<file path="config.mk">
export PLATFORM = sky130hd
export DESIGN_NAME = driver_card_record_classifier_flat
export DESIGN_NICKNAME = d
export VERILOG_FILES = /design/src/rtl/dcrc_pkg.sv /design/src/rtl/dcrc_in_if.sv /design/src/rtl/dcrc_out_if.sv /design/src/rtl/driver_card_record_classifier.sv /design/src/rtl/dcrc_scan.sv /design/src/rtl/dcrc_out.sv /design/src/flat_wrapper.sv
export SDC_FILE = /design/constraint.sdc
export NUM_CORES = 1
export LEC_CHECK = 0
export ABC_CLOCK_PERIOD_IN_PS = 6100
export BUFFER_PORTS_ARGS = -buffer_cell sky130_fd_sc_hd__buf_2
export CAP_MARGIN = 20
export CORE_MARGIN = 5
export CORE_UTILIZATION = 59
export CTS_CLUSTER_SIZE = 20
export DETAILED_ROUTE_END_ITERATION = 7
export PLACE_DENSITY = 0.77
export SLEW_MARGIN = 10
export SYNTH_ARGS = -nofsm -noshare
export SYNTH_HDL_FRONTEND = slang
export SYNTH_SLANG_ARGS = --single-unit
</file>
<file path="constraint.sdc">
create_clock -name i_clk -period 6.1 [get_ports i_clk]
set_input_delay 1.525 -clock i_clk [delete_from_list [all_inputs] [get_ports i_clk]]
set_output_delay 1.525 -clock i_clk [all_outputs]
set_load 0.01 [all_outputs]
</file>
<file path="src/rtl/dcrc_pkg.sv">
// ============================================================================
// Driver card record classifier package
// Shared types, constants and the license character test.
// ============================================================================
`default_nettype none

package dcrc_pkg;

    // Result kinds.
    typedef enum logic [1:0] {
        KIND_NONE = 2'd0,
        KIND_A    = 2'd1,
        KIND_B    = 2'd2
    } t_kind;

    // Fixed layout constants.
    localparam logic [7:0] A_START     = 8'd32;
    localparam logic [7:0] NAME_MAX    = 8'd20;
    localparam logic [7:0] YEAR_MAX    = 8'h99;
    localparam logic [7:0] MONTH_MIN   = 8'h01;
    localparam logic [7:0] MONTH_MAX   = 8'h12;
    localparam logic [7:0] DAY_MIN     = 8'h01;
    localparam logic [7:0] DAY_MAX     = 8'h31;
    localparam logic [6:0] POS_MAX     = 7'd127;
    localparam logic [7:0] NAME_LEN_IX = 8'd1;

    // One classification result.
    typedef struct packed {
        t_kind       card_kind;
        logic [5:0]  license_offset;
        logic [4:0]  name_length;
        logic [23:0] expiry_date;
    } t_result;

    // A license character is a digit, x, X, space or NUL.
    function automatic logic is_license_char(input logic [7:0] c);
        return ((c >= 8'h30) && (c <= 8'h39)) || (c == 8'h78) || (c == 8'h58) ||
               (c == 8'h20) || (c == 8'h00);
    endfunction

endpackage

`default_nettype wire

</file>
<file path="src/rtl/dcrc_in_if.sv">
// ============================================================================
// Card byte channel
// Valid/ready channel carrying one card image byte and the final-byte flag.
// ============================================================================
`default_nettype none

interface dcrc_in_if;
    logic       valid;
    logic       ready;
    logic [7:0] card_byte;
    logic       last_byte;

    modport source (output valid, output card_byte, output last_byte, input ready);
    modport sink   (input valid, input card_byte, input last_byte, output ready);
endinterface

`default_nettype wire

</file>
<file path="src/rtl/dcrc_out_if.sv">
// ============================================================================
// Classification result channel
// Valid/ready channel carrying one classification result.
// ============================================================================
`default_nettype none

interface dcrc_out_if;
    logic        valid;
    logic        ready;
    logic [1:0]  card_kind;
    logic [5:0]  license_offset;
    logic [4:0]  name_length;
    logic [23:0] expiry_date;

    modport source (output valid, output card_kind, output license_offset,
                    output name_length, output expiry_date, input ready);
    modport sink   (input valid, input card_kind, input license_offset,
                    input name_length, input expiry_date, output ready);
endinterface

`default_nettype wire

</file>
<file path="src/rtl/driver_card_record_classifier.sv">
// ============================================================================
// Driver card record classifier
// Scans a card image byte by byte and reports which record layout it holds.
// ============================================================================
//
//  Channel    Modport   Payload                                   Per request
//  i_card     sink      card_byte[7:0], last_byte                 one image byte
//  o_result   source    card_kind[1:0], license_offset[5:0],      one verdict
//                       name_length[4:0], expiry_date[23:0]
//
//  One byte is accepted per clock cycle. The checks for a byte run in the
//  cycle that it is accepted, so the verdict for an image sits in the result
//  register in the cycle after its final byte. Only that result register can
//  stall the input: i_card.ready drops while a result waits and the sink
//  holds o_result.ready low. Synchronous active-low reset clears the scan
//  state and the result valid flag; the next byte after reset is byte zero.
//
`default_nettype none

module driver_card_record_classifier
    import dcrc_pkg::*;
#(
    parameter int IMAGE_BYTES   = 128,
    parameter int LICENSE_CHARS = 18
) (
    input  wire logic   i_clk,
    input  wire logic   i_rst_n,
    dcrc_in_if.sink     i_card,
    dcrc_out_if.source  o_result
);

    logic    accept;
    logic    can_take;
    logic    res_valid;
    t_result scan_result;
    t_result res_data;

    // A byte is taken whenever the result register has room for a verdict.
    assign i_card.ready = can_take;
    assign accept       = i_card.valid && can_take;

    // Per-byte checks and the verdict for the final byte.
    dcrc_scan #(
        .IMAGE_BYTES   (IMAGE_BYTES),
        .LICENSE_CHARS (LICENSE_CHARS)
    ) u_scan (
        .i_clk       (i_clk),
        .i_rst_n     (i_rst_n),
        .i_accept    (accept),
        .i_card_byte (i_card.card_byte),
        .i_last_byte (i_card.last_byte),
        .o_result    (scan_result)
    );

    // Result register between the scanner and the downstream side.
    dcrc_out u_out (
        .i_clk      (i_clk),
        .i_rst_n    (i_rst_n),
        .i_load     (accept && i_card.last_byte),
        .i_result   (scan_result),
        .i_ready    (o_result.ready),
        .o_valid    (res_valid),
        .o_result   (res_data),
        .o_can_take (can_take)
    );

    assign o_result.valid          = res_valid;
    assign o_result.card_kind      = res_data.card_kind;
    assign o_result.license_offset = res_data.license_offset;
    assign o_result.name_length    = res_data.name_length;
    assign o_result.expiry_date    = res_data.expiry_date;

endmodule

`default_nettype wire

</file>
<file path="src/rtl/dcrc_scan.sv">
// ============================================================================
// Card byte scanner
// Tracks the byte position and the layout checks; forms the result on the
// final byte.
// ============================================================================
`default_nettype none

module dcrc_scan
    import dcrc_pkg::*;
#(
    parameter int IMAGE_BYTES   = 128,
    parameter int LICENSE_CHARS = 18
) (
    input  wire logic       i_clk,
    input  wire logic       i_rst_n,
    input  wire logic       i_accept,
    input  wire logic [7:0] i_card_byte,
    input  wire logic       i_last_byte,
    output t_result         o_result
);

    localparam logic [7:0] IMAGE_END = 8'(IMAGE_BYTES);
    localparam logic [7:0] LIC_LEN   = 8'(LICENSE_CHARS);
    localparam logic [7:0] A_DATE    = A_START + LIC_LEN;
    localparam logic [7:0] A_END     = A_DATE + 8'd2;

    logic [6:0]  r_byte_position, n_byte_position;
    logic        r_layout_a_ok, n_layout_a_ok;
    logic        r_layout_b_ok, n_layout_b_ok;
    logic [4:0]  r_prefix_length, n_prefix_length;
    logic [23:0] r_date_bytes, n_date_bytes;

    logic [7:0] idx;
    logic [7:0] b_lo;
    logic [7:0] b_hi;
    logic [7:0] b_end;
    logic [7:0] arrived;
    logic       lic_ok;
    logic       a_ok;
    logic       b_ok;

    always_comb begin
        idx             = {1'b0, r_byte_position};
        lic_ok          = is_license_char(i_card_byte);
        b_lo            = 8'd2 + {3'b000, r_prefix_length};
        b_hi            = b_lo + LIC_LEN;
        n_layout_a_ok   = r_layout_a_ok;
        n_layout_b_ok   = r_layout_b_ok;
        n_prefix_length = r_prefix_length;
        n_date_bytes    = r_date_bytes;

        if (idx < IMAGE_END) begin
            if ((idx >= A_START) && (idx < A_DATE)) begin
                if (!lic_ok) n_layout_a_ok = 1'b0;
            end else if (idx == A_DATE) begin
                if (i_card_byte > YEAR_MAX) n_layout_a_ok = 1'b0;
                n_date_bytes = {r_date_bytes[15:0], i_card_byte};
            end else if (idx == A_DATE + 8'd1) begin
                if ((i_card_byte < MONTH_MIN) || (i_card_byte > MONTH_MAX)) begin
                    n_layout_a_ok = 1'b0;
                end
                n_date_bytes = {r_date_bytes[15:0], i_card_byte};
            end else if (idx == A_END) begin
                if ((i_card_byte < DAY_MIN) || (i_card_byte > DAY_MAX)) begin
                    n_layout_a_ok = 1'b0;
                end
                n_date_bytes = {r_date_bytes[15:0], i_card_byte};
            end

            if (idx == NAME_LEN_IX) begin
                if (i_card_byte > NAME_MAX) n_layout_b_ok = 1'b0;
                else n_prefix_length = i_card_byte[4:0];
            end else if ((idx >= b_lo) && (idx < b_hi)) begin
                if (!lic_ok) n_layout_b_ok = 1'b0;
            end
        end

        n_byte_position = (r_byte_position < POS_MAX) ? r_byte_position + 7'd1
                                                      : r_byte_position;

        // Verdict on the final byte, using the state as updated by it.
        arrived = idx + 8'd1;
        b_end   = 8'd1 + {3'b000, n_prefix_length} + LIC_LEN;
        a_ok    = n_layout_a_ok && (A_END < arrived) && (A_END < IMAGE_END);
        b_ok    = n_layout_b_ok && (b_end < arrived) && (b_end < IMAGE_END);

        o_result = '0;
        if (a_ok) begin
            o_result.card_kind      = KIND_A;
            o_result.license_offset = A_START[5:0];
            o_result.expiry_date    = n_date_bytes;
        end else if (b_ok) begin
            o_result.card_kind      = KIND_B;
            o_result.license_offset = 6'd2 + {1'b0, n_prefix_length};
            o_result.name_length    = n_prefix_length;
        end
    end

    always_ff @(posedge i_clk) begin
        if (!i_rst_n) begin
            r_byte_position <= '0;
            r_layout_a_ok   <= 1'b1;
            r_layout_b_ok   <= 1'b1;
            r_prefix_length <= '0;
            r_date_bytes    <= '0;
        end else if (i_accept) begin
            if (i_last_byte) begin
                r_byte_position <= '0;
                r_layout_a_ok   <= 1'b1;
                r_layout_b_ok   <= 1'b1;
                r_prefix_length <= '0;
                r_date_bytes    <= '0;
            end else begin
                r_byte_position <= n_byte_position;
                r_layout_a_ok   <= n_layout_a_ok;
                r_layout_b_ok   <= n_layout_b_ok;
                r_prefix_length <= n_prefix_length;
                r_date_bytes    <= n_date_bytes;
            end
        end
    end

    // The final byte always rearms the scanner for the next image.
    a_rearm: assert property (@(posedge i_clk) disable iff (!i_rst_n)
        (i_accept && i_last_byte) |=>
            (r_byte_position == 7'd0) && r_layout_a_ok && r_layout_b_ok)
        else $error("scanner not rearmed after final byte");

    // The position advances by one per byte until it saturates.
    a_advance: assert property (@(posedge i_clk) disable iff (!i_rst_n)
        (i_accept && !i_last_byte && (r_byte_position < POS_MAX)) |=>
            (r_byte_position == $past(r_byte_position) + 7'd1))
        else $error("byte position did not advance");

    // A stored name length never exceeds the layout B limit.
    a_prefix: assert property (@(posedge i_clk) disable iff (!i_rst_n)
        ({3'b000, r_prefix_length} <= NAME_MAX))
        else $error("name length out of range");

endmodule

`default_nettype wire

</file>
<file path="src/rtl/dcrc_out.sv">
// ============================================================================
// Result register
// Holds one result until the downstream side takes it.
// ============================================================================
`default_nettype none

module dcrc_out
    import dcrc_pkg::*;
(
    input  wire logic     i_clk,
    input  wire logic     i_rst_n,
    input  wire logic     i_load,
    input  wire t_result  i_result,
    input  wire logic     i_ready,
    output logic          o_valid,
    output t_result       o_result,
    output logic          o_can_take
);

    logic    r_valid;
    t_result r_result;

    assign o_can_take = !r_valid || i_ready;
    assign o_valid    = r_valid;
    assign o_result   = r_result;

    always_ff @(posedge i_clk) begin
        if (!i_rst_n) begin
            r_valid <= 1'b0;
        end else if (o_can_take) begin
            r_valid <= i_load;
        end
    end

    always_ff @(posedge i_clk) begin
        if (i_load && o_can_take) begin
            r_result <= i_result;
        end
    end

    // Kind A always reports the fixed offset and no name length.
    a_kind_a: assert property (@(posedge i_clk) disable iff (!i_rst_n)
        (r_valid && (r_result.card_kind == KIND_A)) |->
            (r_result.license_offset == A_START[5:0]) && (r_result.name_length == 5'd0))
        else $error("kind A result malformed");

    // No valid license means an all-zero result.
    a_kind_none: assert property (@(posedge i_clk) disable iff (!i_rst_n)
        (r_valid && (r_result.card_kind == KIND_NONE)) |->
            (r_result.license_offset == 6'd0) && (r_result.expiry_date == 24'd0))
        else $error("kind none result not cleared");

    // A held result is not overwritten by a new final byte.
    a_hold: assert property (@(posedge i_clk) disable iff (!i_rst_n)
        (r_valid && !i_ready) |=> r_valid && (r_result == $past(r_result)))
        else $error("pending result overwritten");

endmodule

`default_nettype wire
</file>
<file path="src/flat_wrapper.sv">
// flat-port wrapper written by rule: the top's interface ports become plain ports
module driver_card_record_classifier_flat import dcrc_pkg::*;
#(
    parameter int IMAGE_BYTES   = 128,
    parameter int LICENSE_CHARS = 18
)
  (i_clk, i_rst_n, i_card_valid, i_card_card_byte, i_card_last_byte, i_card_ready, o_result_valid, o_result_card_kind, o_result_license_offset, o_result_name_length, o_result_expiry_date, o_result_ready);
  dcrc_in_if i_card_i ();
  dcrc_out_if o_result_i ();
  input  wire logic i_clk;
  input  wire logic i_rst_n;
  input wire logic [$bits(i_card_i.valid)-1:0] i_card_valid;
  input wire logic [$bits(i_card_i.card_byte)-1:0] i_card_card_byte;
  input wire logic [$bits(i_card_i.last_byte)-1:0] i_card_last_byte;
  output wire logic [$bits(i_card_i.ready)-1:0] i_card_ready;
  output wire logic [$bits(o_result_i.valid)-1:0] o_result_valid;
  output wire logic [$bits(o_result_i.card_kind)-1:0] o_result_card_kind;
  output wire logic [$bits(o_result_i.license_offset)-1:0] o_result_license_offset;
  output wire logic [$bits(o_result_i.name_length)-1:0] o_result_name_length;
  output wire logic [$bits(o_result_i.expiry_date)-1:0] o_result_expiry_date;
  input wire logic [$bits(o_result_i.ready)-1:0] o_result_ready;
  assign i_card_i.valid = i_card_valid;
  assign i_card_i.card_byte = i_card_card_byte;
  assign i_card_i.last_byte = i_card_last_byte;
  assign i_card_ready = i_card_i.ready;
  assign o_result_valid = o_result_i.valid;
  assign o_result_card_kind = o_result_i.card_kind;
  assign o_result_license_offset = o_result_i.license_offset;
  assign o_result_name_length = o_result_i.name_length;
  assign o_result_expiry_date = o_result_i.expiry_date;
  assign o_result_i.ready = o_result_ready;
  driver_card_record_classifier #(.IMAGE_BYTES(IMAGE_BYTES), .LICENSE_CHARS(LICENSE_CHARS)) u_core (.i_clk(i_clk), .i_rst_n(i_rst_n), .i_card(i_card_i), .o_result(o_result_i));
endmodule
</file>
==> Implementation_results.wiki, run 1 <==
{| class="wikitable"
! Metric !! Value
|-
| Cells after Synth || roughly 430
|-
| CTS resizes || 0
|-
| Post-synthesis register bit count || 75
|-
| Leakage power || roughly 1.9 nW
|-
| Placer Congestion || 0.931
|-
| Pin count of the biggest net entering global routing || 39
|-
| Biggest fanout along the worst timing path || 11
|-
| Net Count, Synth || between 400 and 500
|-
| Antenna viol nets, final || 0
|-
| Number of global-route vias before repair || 3067
|-
| Leading cell types by count after synthesis || dfxtp_1 (39), nor2_1 (39), edfxtp_1 (36), nor2b_1 (36), a22oi_1 (27)
|-
| Top-area cell type share of the netlist area || between 20% and 30%
|-
| Mapped Avg Cell Area || approximately 10 sq um
|-
| Count of endpoints failing hold in the final timing report || 0
|-
| Outcome || finished clean
|-
| Final WS setup || between 1 and 1.5 ns
|-
| Clk pwr share || 42.4%
|-
| VDD IR max || around 0.00016 V
|-
| Switching power || 0.249 mW
|-
| Die H || around 95 microns
|-
| Number of violations of the max-capacitance limit || 0
|-
| Number of endpoints failing setup at the final stage || 0
|-
| Top area cells in the synthesized netlist || edfxtp_1 (25%), dfxtp_1 (18%), ha_1 (7.6%), mux2i_1 (6.1%), nor2b_1 (5.2%)
|-
| Synthesis warning total || 0
|-
| GRT Total Usage || roughly a fifth
|-
| Global-route congestion overflow total || 0
|-
| Wire length of the first global-routing pass || 15100 microns
|-
| Synth async-reset ratio || 0%
|-
| Power density over the cells || about 220 nW/um^2
|-
| Clk Latency, worst-skew pair || 0.35 ns
|-
| Post-placement setup slack || ~0.9 ns
|-
| Kind of end point of the critical path || flip-flop
|-
| CTS tree || yes
|-
| Clk pin slew, worst setup/hold paths || 0.08 ns
|-
| Fraction of layout instances using a drive strength above 1 || about a fifth
|-
| Gate power share || 6.0%
|-
| Aggregate negative setup slack || 0 ns
|-
| Category of the most critical setup path || input port to flip-flop
|-
| Final critical-path required period || 4.90 ns
|-
| Floorplan die width || 95.4 microns
|-
| RSZ-0062 raised after global routing || false
|-
| CTS root buffer || clkbuf_8
|-
| Internal portion of total power || roughly 0.79 mW
|-
| Port buffer count || 51
|-
| Worst min-delay path category || flip-flop to flip-flop
|-
| Tcrit/Tclk final || between 80% and 90%
|-
| Die area || between 9000 and 10000 sq um
|-
| Unique cell type count in the Yosys netlist || just under 60
|-
| DR DRC count || 0
|-
| Number of antenna violations at the first check in global routing || 0
|-
| Setup bufs post-CTS || 0
|-
| Cell taking the most area after synthesis || edfxtp_1
|-
| Number of antenna diodes || 0
|-
| Routed via count || around 3400
|-
| Clock sink count || 75
|-
| WP data required || between 6 and 7 ns
|-
| Number of iterations in the first detailed-routing pass || 5
|-
| Drt total wl || between 9000 and 10000 microns
|-
| Kind of start point of the critical path || input port
|-
| Detailed router's first-iteration violation count || 190
|-
| Main flop type after synthesis || dfxtp_1
|-
| Switching share of power || 23.9%
|-
| Standard-cell rows || 31
|-
| Proportion of power drawn by flip-flops and latches || between 50% and 60%
|-
| Count of hold buffers inserted by post-cts repair || 0
|-
| Floorplan Core Area || roughly 7200 sq um
|-
| Layout overhead on the synthesized area || 11.4%
|-
| Max-slew headroom at the worst pin || roughly a third
|-
| Count of filler cells inserted in the layout || between 500 and 600
|-
| Fmax || slightly above 200 MHz
|-
| Maximum clock path buffer count || 2
|-
| Post-DR vias/cell || between 5 and 6
|-
| CTS buffer count || 9
|-
| Total standard cell area after synthesis || about 4300 sq um
|-
| Initial core utilization || around 60%
|-
| Layout net count || 503
|-
| EDFF count, synth || 36
|-
| Arrival time of the worst setup path || 5.07 ns
|-
| Num ports || 52
|-
| Placed wire-length estimate || about 6500 microns
|-
| Depth of the CTS H-tree || 3
|-
| Final worst clock skew || 0.00856 ns
|-
| Worst Max-Slew Pin Slew || between 0.9 and 1 ns
|-
| Slew Limit Fails || 0
|-
| Post-DR wirelength/cell || around 16 microns
|-
| Share of synthesized area occupied by flip-flops and latches || a little over two fifths
|}
==> layout make-up <==
type / count / area, sq um / area share (%)
Clock buffer: 9 / 124 / 2.58
Multi-Input combinational cell: 312 / 2250 / 47.0
Clock inverter: 7 / 104 / 2.17
Sequential cell: 75 / 1860 / 38.9
Tap cell: 99 / 124 / 2.58
Inverter: 11 / 41.3 / 0.862
Timing Repair Buffer: 55 / 285 / 5.95
==> cells in the final DEF (no fill, tap or decap), drive strengths merged, types with 8 or more instances in the layout <==
| cell type | count |
|---|---|
| a21oi | 8 |
| a22oi | 27 |
| buf | 55 |
| clkbuf | 9 |
| dfxtp | 39 |
| edfxtp | 36 |
| ha | 26 |
| inv | 16 |
| mux2i | 26 |
| nand2 | 18 |
| nand3 | 14 |
| nor2 | 39 |
| nor2b | 36 |
| nor3 | 12 |
| o21ai | 18 |
| xor2 | 8 |
==> final timing paths <==
path	start	end	slack [ns]	cells past startpoint
min reg2reg	u_core.u_scan.r_layout_b_ok	u_core.u_scan.r_layout_b_ok	0.50	1
max reg2reg	u_core.u_scan.r_byte_position[2]	u_core.u_out.o_result[34]	1.92	14
max	i_card_card_byte[7]	u_core.u_out.o_result[34]	1.20	15
min	u_core.u_scan.r_layout_b_ok	u_core.u_scan.r_layout_b_ok	0.50	1
==> flip-flops by register name (all words and copies together) (netlist names) <==
signal and count:
u_core.u_out.o_result 36, u_core.u_out.o_valid 1, u_core.u_scan.r_byte_position 7, u_core.u_scan.r_layout_a_ok 1, u_core.u_scan.r_prefix_length 5, u_core.u_scan.r_date_bytes 24, u_core.u_scan.r_layout_b_ok 1
==> routing by layer <==
metal  vias to the layer above  part of all wire [%]  track usage, %
met4                         0                   1.8            6.99
met1                      1591                    46            29.8
met3                        12                   6.3            4.42
li1                       1636                     -               -
met2                       119                    46            33.2
met5                         -                     0               0
==> cell families after synthesis <==
group                      synth area share, %
AOI/OAI and AO/OA                         15.1
xor gates and xnor gates                  2.65
adders and majority gates                 7.56
buffers and inverters                     4.42
DFF                                       43.3
muxes                                     6.57
and+or+nand+nor                           20.4
==> worst max-delay path, stage by stage <==
cell       delay [ns]
buf_2            0.14
nor3_1           0.35
nand3_1          0.18
nor2_1           0.51
mux2_2           0.46
ha_1             0.24
a21oi_1          0.19
o21ai_0          0.12
ha_1             0.35
o2111ai_1        0.10
a31oi_1          0.06
a311oi_1         0.27
o211ai_1         0.13
buf_4            0.21
o31ai_1          0.23
==> stage by stage <==
step                utilization [%]  area, sq um  cells  total power, mW  hold slack [ns]
detailed placement             63.6         4560    552            0.613            0.472
finish                         66.8         4790    568             1.04            0.496
floorplan                         -         4300    429            0.591            0.444
global route                   66.8         4790    568             1.08            0.540
global placement               63.6         4560    552            0.612            0.467
CTS                            66.8         4790    568             1.05            0.499
==> power groups by stage <==
stage / clock [mW] / sequential (mW) / combinational, mW
after floorplan: 0 / 0.554 / 0.0370
after global placement: 0 / 0.549 / 0.0626
after detailed placement: 0 / 0.550 / 0.0634
after CTS: 0.449 / 0.538 / 0.0636
after global routing: 0.471 / 0.539 / 0.0696
final: 0.442 / 0.538 / 0.0631
Power figures use the tool's default switching activity.
==> run 2, diff against run 1 <==
--- a/config.mk
+++ b/config.mk
@@ -5,14 +5,14 @@
 export SDC_FILE = /design/constraint.sdc
 export NUM_CORES = 1
 export LEC_CHECK = 0
-export ABC_CLOCK_PERIOD_IN_PS = 6100
+export ABC_CLOCK_PERIOD_IN_PS = 4300
 export BUFFER_PORTS_ARGS = -buffer_cell sky130_fd_sc_hd__buf_2
 export CAP_MARGIN = 20
 export CORE_MARGIN = 5
-export CORE_UTILIZATION = 59
+export CORE_UTILIZATION = 53
 export CTS_CLUSTER_SIZE = 20
 export DETAILED_ROUTE_END_ITERATION = 7
-export PLACE_DENSITY = 0.77
+export PLACE_DENSITY = 0.73
 export SLEW_MARGIN = 10
 export SYNTH_ARGS = -nofsm -noshare
 export SYNTH_HDL_FRONTEND = slang
==> constraint.sdc (replaced) <==
create_clock -name i_clk -period 4.3 [get_ports i_clk]
set_input_delay 1.075 -clock i_clk [delete_from_list [all_inputs] [get_ports i_clk]]
set_output_delay 1.075 -clock i_clk [all_outputs]
set_load 0.01 [all_outputs]
==> Implementation_results.wiki, run 2 (same netlist as run 1, synthesis figures left out) <==
{| class="wikitable"
! Metric !! Value
|-
| Outcome || finished clean
|-
| Ordered cell list for the critical path || buf_2 -> nor3_1 -> nand3_1 -> nor2_2 -> mux2_2 -> ha_1 -> a21oi_2 -> o21ai_0 -> ha_1 -> o2111ai_1 -> a31oi_1 -> a311oi_1 -> o211ai_1 -> buf_4 -> o31ai_1
|-
| Floorplan die width || roughly 100 microns
|-
| Layout net count || 520
|-
| Placer Congestion || around 0.9
|-
| Post-DR wirelength/cell || roughly 16 microns
|-
| CTS buffer count || 9
|-
| Max-slew headroom at the worst pin || around half
|-
| Final non-filler cell area || about 4900 sq um
|-
| Count of hold buffers inserted by post-cts repair || 0
|-
| Clock sink count || 75
|-
| Standard-cell rows || 32
|-
| Detailed router's first-iteration violation count || 174
|-
| CP peak stage delay || around 0.38 ns
|-
| Final critical-path required period || just under 4 ns
|-
| Routed via count || between 3000 and 4000
|-
| CTS resizes || 0
|-
| Biggest fanout along the worst timing path || 11
|-
| Slew Limit Fails || 0
|-
| Leakage power || between 1.5 and 2 nW
|-
| Most frequent cells in the layout || buf_2 (51), dfxtp_1 (39), nor2_1 (38), nor2b_1 (36), edfxtp_1 (36)
|-
| Wire length of the first global-routing pass || 16100 microns
|-
| Commonest non-fill, non-tap cell in the layout || buf_2
|-
| Arrival time of the worst setup path || 4.12 ns
|-
| Aggregate negative setup slack || 0 ns
|-
| GRT Total Usage || about a fifth
|-
| Number of antenna diodes || 0
|-
| Worst min-delay path category || flip-flop to flip-flop
|-
| Count of endpoints failing hold in the final timing report || 0
|-
| CTS tree || yes
|-
| Antenna viol nets, final || 0
|-
| Clk Latency, worst-skew pair || about 0.35 ns
|-
| Kind of start point of the critical path || input port
|-
| Count of filler cells inserted in the layout || between 600 and 700
|-
| Clk pin slew, worst setup/hold paths || roughly 0.080 ns
|-
| Util after Layout || 62.5%
|-
| Post-route total power || ~1.4 mW
|-
| Layout overhead on the synthesized area || 13.4%
|-
| Initial core utilization || approximately 55%
|-
| Fraction of layout instances using a drive strength above 1 || between 20% and 30%
|-
| Category of the most critical setup path || input port to flip-flop
|-
| Tcrit/Tclk final || between 90% and 100%
|-
| Register cell area after layout || 1860 sq um
|-
| Fmax || approximately 250 MHz
|-
| Port buffer count || about 50
|-
| Number of violations of the max-capacitance limit || 0
|-
| Placed cell area || around 4700 sq um
|-
| Drt total wl || approximately 9600 microns
|-
| Most numerous cell on the critical path || ha_1
|-
| Max reg flops || 36
|-
| DR DRC count || 0
|-
| Power density over the cells || approximately 280 nW/um^2
|-
| Kind of end point of the critical path || flip-flop
|-
| Delay-heaviest family, CP || compound AO/OA/AOI/OAI gates
|-
| Number of global-route vias before repair || about 3200
|-
| Worst Max-Slew Pin Slew || between 0.7 and 0.8 ns
|-
| Multi-input gate area || between 2000 and 2500 sq um
|-
| RSZ-0062 raised after global routing || false
|-
| Setup bufs post-CTS || 0
|-
| Num ports || 52
|-
| Global-route congestion overflow total || 0
|-
| Die area || roughly 10000 sq um
|-
| Number of endpoints failing setup at the final stage || 0
|-
| Die H || 100 microns
|-
| WP data required || around 4.5 ns
|-
| Post-DR vias/cell || between 5 and 6
|-
| Final worst clock skew || about 0.0087 ns
|-
| Depth of the CTS H-tree || 3
|-
| Library cell contributing the largest single delay on the critical path || mux2_2
|-
| Number of iterations in the first detailed-routing pass || 5
|-
| Buffers & Inverters on Critical Path || 2
|-
| VDD IR max || ~0.00017 V
|-
| Number of antenna violations at the first check in global routing || 0
|-
| Floorplan Core Area || around 8000 sq um
|-
| CTS root buffer || clkbuf_8
|-
| Pin count of the biggest net entering global routing || 39
|-
| Placed wire-length estimate || 7050 microns
|-
| Maximum clock path buffer count || 2
|}
==> run 2: cell types whose count changed in the layout (fill, tap and decap cells not counted) <==
cell        delta
a21oi_2        +1
clkinvlp_4     +1
bufinv_16      -2
clkinv_2       +1
buf_4         +17
a21oi_1        -1
==> run 2: report_power, final <==
part	internal (mW)	total (mW)	leakage (nW)	switching (mW)
registers	0.758	0.763	0.663	0.00534
logic	0.0363	0.0979	1.19	0.0616
clock network	0.219	0.501	0.0929	0.282
total	1.01	1.36	1.94	0.349
==> run 2: area by class of cell <==
type                    instances  share of cell area (%)
inverters                      11                   0.846
clock buffers                   9                    2.54
well taps                     102                    2.62
clock inverters                 7                    1.15
multi-input cells             312                    46.2
flip-flops and latches         75                    38.2
repair buffers                 72                    8.46
==> run 2: path summary, 6_finish.rpt <==
path	startpoint	end	slack (ns)	cells after the start
min reg2reg	u_core.u_scan.r_layout_b_ok	u_core.u_scan.r_layout_b_ok	0.50	1
max	i_card_card_byte[7]	u_core.u_out.o_result[34]	0.35	15
min	u_core.u_scan.r_layout_b_ok	u_core.u_scan.r_layout_b_ok	0.50	1
max reg2reg	u_core.u_scan.r_byte_position[6]	u_core.u_out.o_result[34]	0.54	14
==> run 2: metal layers <==
metal | part of all wire, % | global-route usage (%)
met1 | 46 | 27.8
met2 | 46 | 31.7
met3 | 5.6 | 3.20
met4 | 1.6 | 5.70
met5 | 0 | 0
==> run 2: metrics by stage <==
step	setup WS, ns	instances	hold slack (ns)
2_1_floorplan	0.113	429	0.444
3_3_place_gp	0.111	572	0.467
3_5_place_dp	-0.0118	572	0.476
4_1_cts	0.298	588	0.498
5_1_grt	0.0351	588	0.521
6_report	0.347	588	0.500
==> run 3, diff against run 2 <==
--- a/config.mk
+++ b/config.mk
@@ -8,7 +8,6 @@
 export ABC_CLOCK_PERIOD_IN_PS = 4300
 export BUFFER_PORTS_ARGS = -buffer_cell sky130_fd_sc_hd__buf_2
 export CAP_MARGIN = 20
-export CORE_MARGIN = 5
 export CORE_UTILIZATION = 53
 export CTS_CLUSTER_SIZE = 20
 export DETAILED_ROUTE_END_ITERATION = 7
==> Implementation_results.wiki, run 3 (same netlist as run 1, synthesis figures left out) <==
{| class="wikitable"
! Metric !! Value
|-
| Die H || 92.1 microns
|-
| Worst min-delay path category || flip-flop to flip-flop
|-
| Final critical-path required period || 3.94 ns
|-
| Routed via count || about 3400
|-
| Count of hold buffers inserted by post-cts repair || 0
|-
| Post-DR vias/cell || between 5 and 6
|-
| Number of antenna violations at the first check in global routing || 0
|-
| Placed cell area || between 4000 and 5000 sq um
|-
| Number of iterations in the first detailed-routing pass || 5
|-
| Pin count of the biggest net entering global routing || 39
|-
| CTS resizes || 0
|-
| Max reg flops || 36
|-
| Worst Max-Slew Pin Slew || 0.798 ns
|-
| Floorplan die width || ~92 microns
|-
| Standard-cell rows || 32
|-
| Category of the most critical setup path || input port to flip-flop
|-
| Fraction of layout instances using a drive strength above 1 || between 20% and 30%
|-
| Arrival time of the worst setup path || between 4 and 5 ns
|-
| Max-slew headroom at the worst pin || between 40 and 50%
|-
| WP data required || 4.49 ns
|-
| Initial core utilization || around 55%
|-
| Outcome || finished clean
|-
| CTS tree || yes
|-
| Aggregate negative setup slack || 0 ns
|-
| Commonest non-fill, non-tap cell in the layout || buf_2
|-
| Number of global-route vias before repair || 3165
|-
| Final worst clock skew || about 0.022 ns
|-
| RSZ-0062 raised after global routing || false
|-
| Tcrit/Tclk final || between 90 and 100%
|-
| Slew Limit Fails || 0
|-
| Biggest fanout along the worst timing path || 11
|-
| Util after Layout || between 60% and 70%
|-
| Detailed router's first-iteration violation count || roughly 190
|-
| Placer Congestion || between 0.9 and 1
|-
| GRT Total Usage || 23.7%
|-
| Clk pin slew, worst setup/hold paths || ~0.10 ns
|-
| Number of violations of the max-capacitance limit || 0
|-
| Count of endpoints failing hold in the final timing report || 0
|-
| CTS root buffer || clkbuf_8
|-
| Layout overhead on the synthesized area || 14.1%
|-
| VDD IR max || roughly 0.00013 V
|-
| CTS buffer count || 9
|-
| DR DRC count || 0
|-
| Clock sink count || 75
|-
| Setup bufs post-CTS || 0
|-
| Die area || 8480 sq um
|-
| Post-placement setup slack || -0.0455 ns
|-
| Leakage power || between 1.5 and 2 nW
|-
| Count of filler cells inserted in the layout || between 600 and 700
|-
| Global-route congestion overflow total || 0
|-
| Placed wire-length estimate || approximately 6700 microns
|-
| Floorplan Core Area || 7810 sq um
|-
| Fmax || about 250 MHz
|-
| Post-DR wirelength/cell || ~16 microns
|-
| Layout net count || 522
|-
| Port buffer count || 51
|-
| Maximum clock path buffer count || 2
|-
| Depth of the CTS H-tree || 3
|-
| Final non-filler cell area || 4910 sq um
|-
| Kind of end point of the critical path || flip-flop
|-
| Most frequent cells in the layout || buf_2 (51), dfxtp_1 (39), nor2_1 (38), nor2b_1 (36), edfxtp_1 (36)
|-
| Num ports || 52
|-
| Number of antenna diodes || 0
|-
| Kind of start point of the critical path || input port
|-
| Power density over the cells || ~280 nW/um^2
|-
| Final WS setup || approximately 0.36 ns
|-
| Wire length of the first global-routing pass || ~16000 microns
|-
| Drt total wl || between 9000 and 10000 microns
|-
| Antenna viol nets, final || 0
|-
| Number of endpoints failing setup at the final stage || 0
|-
| Clk Latency, worst-skew pair || 0.37 ns
|}
-- run 3: changes by cell type in the layout (fill, tap and decap cells not counted), sizes merged --
cell    before  now
clkinv       1    3
inv         16   14
buf         72   74
-- run 3: layout make-up --
| cell class | instances | area (sq um) | share of cell area [%] |
|---|---|---|---|
| multi-input cells | 312 | 2260 | 46.0 |
| well taps | 102 | 128 | 2.60 |
| clock inverters | 7 | 70.1 | 1.43 |
| flip-flops and latches | 75 | 1860 | 37.9 |
| clock buffers | 9 | 124 | 2.52 |
| repair buffers | 74 | 428 | 8.72 |
| inverters | 11 | 41.3 | 0.841 |
-- run 3: worst paths after layout --
check / startpoint / end / slack, ns / cells after the start
worst max-delay path: i_card_card_byte[5] / u_core.u_out.o_result[34] / 0.36 / 15
worst min-delay path: u_core.u_scan.r_layout_b_ok / u_core.u_scan.r_layout_b_ok / 0.50 / 1
worst max register to register: u_core.u_scan.r_byte_position[6] / u_core.u_out.o_result[34] / 0.45 / 14
worst min register to register: u_core.u_scan.r_layout_b_ok / u_core.u_scan.r_layout_b_ok / 0.50 / 1
-- run 3: critical path: stages --
cell	delay, ns
buf_2	0.13
nor3_2	0.21
nand3_1	0.17
nor2_2	0.21
mux2_2	0.38
ha_1	0.22
a21oi_1	0.21
xor2_1	0.22
ha_1	0.27
o2111ai_1	0.11
a31oi_1	0.06
a311oi_1	0.29
o211ai_1	0.14
buf_4	0.21
o31ai_1	0.22
-- run 3: routing by layer --
layer / routed length [microns] / up-vias / part of all wire (%) / track usage, %
li1: - / 1675 / - / -
met3: 497 / 18 / 5.2 / 4.06
met5: 0 / - / 0 / 0
met2: 4260 / 121 / 45 / 36.8
met1: 4550 / 1601 / 48 / 33.2
met4: 160 / 0 / 1.7 / 8.33
-- run 3: through the flow --
stage	total power [mW]	std cells	hold WS (ns)
after floorplan	0.838	429	0.444
after global placement	0.876	574	0.468
after detailed placement	0.877	574	0.472
after CTS	1.40	590	0.496
after global routing	1.43	590	0.534
final	1.39	590	0.500
-- run 3: power by group --
group | switching (mW) | internal (mW)
Combinational | 0.0637 | 0.0369
Clock | 0.306 | 0.224
Sequential | 0.00319 | 0.758
